File: config.mk
export PLATFORM = sky130hd
export DESIGN_NAME = sact_ram
export DESIGN_NICKNAME = d
export VERILOG_FILES = /design/src/rtl/sact_ram.sv
export SDC_FILE = /design/constraint.sdc
export NUM_CORES = 1
export LEC_CHECK = 0
export BUFFER_PORTS_ARGS = -buffer_cell sky130_fd_sc_hd__buf_2
export CAP_MARGIN = 25
export CORE_MARGIN = 2
export CORE_UTILIZATION = 31
export CTS_BUF_LIST = sky130_fd_sc_hd__clkbuf_4
export CTS_CLUSTER_SIZE = 28
export DETAILED_ROUTE_END_ITERATION = 6
export PLACE_DENSITY_LB_ADDON = 0.15
export SYNTH_ARGS = -nofsm -noshare
export SYNTH_HDL_FRONTEND = slang
export SYNTH_SLANG_ARGS = --single-unit
File: constraint.sdc
create_clock -name clk -period 3.9 [get_ports clk]
set_clock_uncertainty 0.15 [all_clocks]
set_input_delay 0.585 -clock clk [delete_from_list [all_inputs] [get_ports clk]]
set_output_delay 0.585 -clock clk [all_outputs]
set_load 0.005 [all_outputs]
File: src/rtl/sact_ram.sv
// Generic single-write, single-read RAM with registered read data.
module sact_ram #(
  parameter int WIDTH = 8,
  parameter int DEPTH = 16,
  localparam int AW = (DEPTH > 1) ? $clog2(DEPTH) : 1
) (
  input  logic             clk,
  input  logic             we,
  input  logic [AW-1:0]    waddr,
  input  logic [WIDTH-1:0] wdata,
  input  logic [AW-1:0]    raddr,
  output logic [WIDTH-1:0] rdata
);

  logic [WIDTH-1:0] mem [DEPTH];

  // Write port and registered read port
  always_ff @(posedge clk) begin
    if (we) begin
      mem[waddr] <= wdata;
    end
    rdata <= mem[raddr];
  end

endmodule

==> results of run 1 <==
## final timing paths
check	start	to	slack, ns	cells past startpoint
worst max-delay path	raddr[1]	rdata[1]	2.06	4
worst min-delay path	wdata[0]	mem[4][0]	0.28	1
worst max register to register	mem[2][1]	rdata[1]	2.27	3
worst min register to register	mem[14][1]	rdata[1]	0.53	3
## flip-flops by register name, indices dropped and copies added, names as in the netlist
name,cells
mem,128
rdata,8
## logic make-up (layout without fill, tap and decap cells)
logic type             count (synthesis)  in the layout  synth area share [%]
AOI/OAI and AO/OA                     16             16                 2.334
buffers and inverters                 10             64                 1.677
other                                  0              1                     0
and+or+nand+nor                       35             35                 3.184
muxes                                 32             32                 15.02
DFF                                  136            136                 77.78
## cell usage after synthesis (all sizes together)
| library cell | number | share of area (%) |
|---|---|---|
| clkdlybuf4s25 | 3 | 0.58 |
| nor3 | 4 | 0.39 |
| edfxtp | 128 | 75 |
| nor2b | 1 | 0.12 |
| buf | 7 | 1.1 |
| nand2 | 9 | 0.66 |
| nand3b | 2 | 0.29 |
| and2b | 1 | 0.15 |
| or3b | 1 | 0.17 |
| nor2 | 13 | 0.95 |
| mux4 | 32 | 15 |
| and2 | 1 | 0.12 |
| a22oi | 16 | 2.3 |
| nand2b | 2 | 0.24 |
| dfxtp | 8 | 3.1 |
| nand3 | 1 | 0.097 |
## routing by layer
| metal | up-vias | routed length [µm] | share of wire (%) |
|---|---|---|---|
| met3 | 16 | 522 | 4.8 |
| met5 | - | 0 | 0 |
| met2 | 67 | 4967 | 46 |
| li1 | 1057 | - | - |
| met4 | 0 | 199 | 1.8 |
| met1 | 1241 | 5210 | 48 |
## area by class of cell
type                            count  area (µm²)
Multi-Input combinational cell     83        1057
Timing Repair Buffer               32       190.2
Clock buffer                       25       187.7
Sequential cell                   136        4004
Clock inverter                      7       30.03
Tap cell                          220       275.3
Antenna cell                        1       2.502
Fill cell                        1555       10660
## stage by stage
step                instances  cell area [µm²]  utilization, %
global route              504             5747           35.03
finish                    504             5747           35.03
global placement          469             5512           33.59
CTS                       501             5729           34.92
floorplan                 229             5147               -
detailed placement        469             5512           33.59
## layout by cell type (no fill, tap or decap)
master,synthesis,layout
edfxtp_1,128,128
clkbuf_4,0,25
buf_2,3,25
mux4_2,18,18
a22oi_1,16,16
mux4_1,14,14
nor2_1,13,13
nand2_1,9,9
dfxtp_1,8,8
buf_4,1,6
nor3_1,4,4
clkinv_1,0,4
clkinv_2,0,3
nand3b_1,2,2
nand2b_1,2,2
diode_2,0,1
nor2b_1,1,1
and2_1,1,1
and2b_1,1,1
nand3_1,1,1
or3b_2,1,1
buf_12,0,1
## report_power, final
group | internal (mW) | switching [mW]
clock network | 0.298 | 0.465
registers | 1.63 | 0.0107
logic | 0.0612 | 0.0862
total | 1.99 | 0.562
==> qor.yml, run 1 <==
worst-path-max-fanout: 32
syn_nets: 247
fmax_mhz: 544.0
hpwl_um: 6921
clock-sinks: 136
die_y_um: 132.9
cts_buffers: 17
crit_chain: "buf_2 -> mux4_1 -> a22oi_1 -> nand2_1"
port-buffer-count: 25
status: "finished clean"
clk_path_buf_depth: 2
nets: 288
cts_hold_buf: 0
hold_viol: 0
grt_antenna_before_repair: 1
cp-end-kind: "flip-flop"
ys_seq_area_share_pct: 77.78
drtAntennaViolNets: 0
setup_tns_ns: 0
cts_resized: 0
crit_required_ns: 4.17
via_per_inst: 4.724
via_count: 2381
clkLatencyLatePin_ns: 0.53
totalWireLength_um: 10900
slew-limit-headroom_pct: 34.83
critPathLaunchType: "primary input"
post_cts_buffers: 0
period_share_pct: 47.14
use_met3_pct: 3.180
io_pins: 26
busiest_layer: "met2"
cts.clk_slew.worst_paths_ns: 0.12
first_iter_violations: 295
root_buffer: "clkbuf_4"
slowest_stage: "buf_2"
grt_setup_unrepaired: "no"
initial_core_util_pct: 31.37
power_density_mw_per_mm2: 444.1
synth_cell_types: 19
synth_seq_cells: 136
fin_crit_ns: 1.838
cap_viol_max_count: 0
place_ws_ns: 1.491
grt_pass1_vias: 2455
grt_max_degree: 33
overflow: 0
setup_slack_ns: 2.062
drv_slew: 0
cp_top_family: "buffers and inverters"
grt.met1_usage_pct: 18.87
routabilityCongestion: 0.7134
cts_tree: "yes"
cp_data_arrival_time_ns: 2.11
total_power_mw: 2.552
grt_use_total_pct: 13.15
min_path_type: "in2reg"
drive_gt1_share_pct: 27.92
synthesis.area_mm2: 0.005147
core_area_mm2: 0.01641
use_met2_pct: 19.00
ctsHtreeMaxLevel: 4
cp_num_buf_inv: 1
syn_inst: 229
slowest_delay_ns: 0.64
grt_pass1_wl_um: 16150
die_x_um: 132.9
drt_pass1_iterations: 4
vdd_drop_max_uv: 164.8
tightest_slew_ns: 0.9739
syn2layout_area_growth_pct: 11.64
syn_avg_cell_area_um2: 22.48
critPathKind: "in2reg"
p_leak_nw: 1.869
drc_errors: 0
yosysWarnings: 0
rows: 47
whs_ns: 0.2839
post_drt_wl_per_cell_um: 21.63
setup_viol: 0
die-area_mm2: 0.01765
(Power assumes the default switching activity.)
==> run 2: changes to the inputs <==
- clock period: 3.9 -> 1.8 ns (I/O delays scaled with it)
==> qor.yml, run 2 (synthesis results as in run 1) <==
stdcell_count: 529  # +5.0%
crit_cells: 3  # -1
min-delay-start: "waddr[0]"
r2r-end: "rdata[3]"
drt_pass1_iterations: 4  # unchanged
crit_start: "mem[1][3]"
overflow: 0  # unchanged
clock-sinks: 136  # unchanged
root_buffer: "clkbuf_4"
first_iter_violations: 168  # -43%
final_area_mm2: 0.006067  # +5.6%
cts_buffers: 17  # unchanged
core_area_mm2: 0.01641  # unchanged
critPathCapture: "rdata[3]"
crit_required_ns: 2.07  # -2.10 ns
critPathKind: "reg2reg"
min_path_type: "in2reg"
most-common-layout-cells: "edfxtp_1, buf_2, buf_4"
largest_reg_flops: 128  # unchanged
status: "finished clean"
clk_path_buf_depth: 2  # unchanged
drive_gt1_share_pct: 32.14  # +4.2 points
power_density_mw_per_mm2: 978.4  # +120%
worst-path-max-fanout: 1  # -97%
ctsHtreeMaxLevel: 4  # unchanged
cts_hold_buf: 8  # +8
grt_pass1_wl_um: 16480  # +2.1%
place_ws_ns: -0.06427  # -1.555 ns
top_register: "mem"
slowest_delay_ns: 0.51  # -0.13 ns
total_power_mw: 5.936  # +130%
post_drt_wl_per_cell_um: 21.27  # -1.6%
cts_tree: "yes"
grt_use_total_pct: 13.62  # +0.47 points
rrSetupSlack_ns: 0.25  # -2.02 ns
reg_top3: "mem x128, rdata x8"
slew-limit-headroom_pct: 38.45  # +3.6 points
io_pins: 26  # unchanged
drv_slew: 0  # unchanged
tightest_slew_ns: 0.9214  # -0.05253 ns
post-place-cells: 488  # +4.1%
grt_setup_unrepaired: "no"
placed_cell_area_mm2: 0.005697  # +3.4%
nets: 313  # +8.7%
cp_num_buf_inv: 0  # -1
die_y_um: 132.9  # unchanged
fin_crit_ns: 1.555
drtAntennaViolNets: 0  # unchanged
fmax_mhz: 643.1
totalWireLength_um: 11250  # +3.2%
whs_ns: 0.1168  # -0.1671 ns
crit_chain: "mux4_1 -> a22oi_1 -> nand2_1"
rows: 47  # unchanged
vdd_drop_max_uv: 333.6  # +100%
grt_max_degree: 17  # -48%
port-buffer-count: 25  # unchanged
setup_slack_ns: 0.2451  # -1.817 ns
drc_errors: 0  # unchanged
cts_resized: 0  # unchanged
clkLatencyLatePin_ns: 0.54  # about the same
die-area_mm2: 0.01765  # unchanged
slowest_stage: "mux4_1"
hold_viol: 0  # unchanged
period_share_pct: 86.38
post_cts_buffers: 0  # unchanged
worstReg2RegStart: "mem[1][3]"
setup_viol: 0  # unchanged
critPathLaunchType: "flip-flop"
syn2layout_area_growth_pct: 17.87
final_common_cell: "edfxtp_1"
grt_pass1_vias: 2461  # +0.24%
cp-end-kind: "flip-flop"
cts.clk_slew.worst_paths_ns: 0.11  # about the same
initial_core_util_pct: 31.37  # unchanged
die_x_um: 132.9  # unchanged
cap_viol_max_count: 0  # unchanged
r2r.worst_path.cells: 3  # unchanged
setup_tns_ns: 0  # unchanged
hpwl_um: 7195  # +4.0%
fin_util_pct: 36.98  # +2.0 points
p_leak_nw: 2.027  # +8.5%
via_count: 2474  # +3.9%
via_per_inst: 4.677  # -1.0%
routabilityCongestion: 0.6972  # -2.3%
cp_data_arrival_time_ns: 1.82  # -0.29 ns
grt_antenna_before_repair: 1  # unchanged
cp_top_family: "multiplexers"
## run 2: cell types whose count changed in the layout (fill, tap and decap cells not counted), moves of 3 or more
cell	before	now
buf_4	6	20
clkbuf_4	25	17
dlygate4sd3_1	0	8
buf_12	1	4
bufinv_16	0	3
clkinv_2	3	6
## run 2: layout make-up
type                            instances  area (µm²)
Sequential cell                       136        4004
Clock inverter                         15       160.2
Clock buffer                           17       127.6
Tap cell                              220       275.3
Timing Repair Buffer                   57       435.4
Multi-Input combinational cell         83        1062
Fill cell                            1519       10340
Antenna cell                            1       2.502
## run 2: worst reg2reg max path: stages (launching register included)
cell,delay (ns)
edfxtp_1,0.36
mux4_1,0.51
a22oi_1,0.30
nand2_1,0.12
## run 2: how the worst min path moves through the flow
| stage | to | slack (ns) | cells past startpoint |
|---|---|---|---|
| after floorplan | mem[0][0] | 0.22 | 0 |
| after global placement | rdata[3] | 0.50 | 1 |
| after detailed placement | rdata[3] | 0.50 | 1 |
| after CTS | mem[0][1] | 0.07 | 3 |
| after global routing | mem[0][3] | 0.08 | 3 |
| final | mem[0][6] | 0.12 | 3 |
## run 2: report_power, final
part	total, mW	internal [mW]	switching (mW)
logic	0.357	0.163	0.195
clock network	2.02	0.940	1.08
registers	3.55	3.53	0.0200
total	5.94	4.64	1.30
## run 2: metal layers
metal  vias to the layer above  track usage [%]  routed length [µm]
li1                       1106                -                   -
met3                         9            4.100                 475
met1                      1299            18.79                5322
met2                        60            20.55                5338
met4                         0            4.839                 115
met5                         -                0                   0
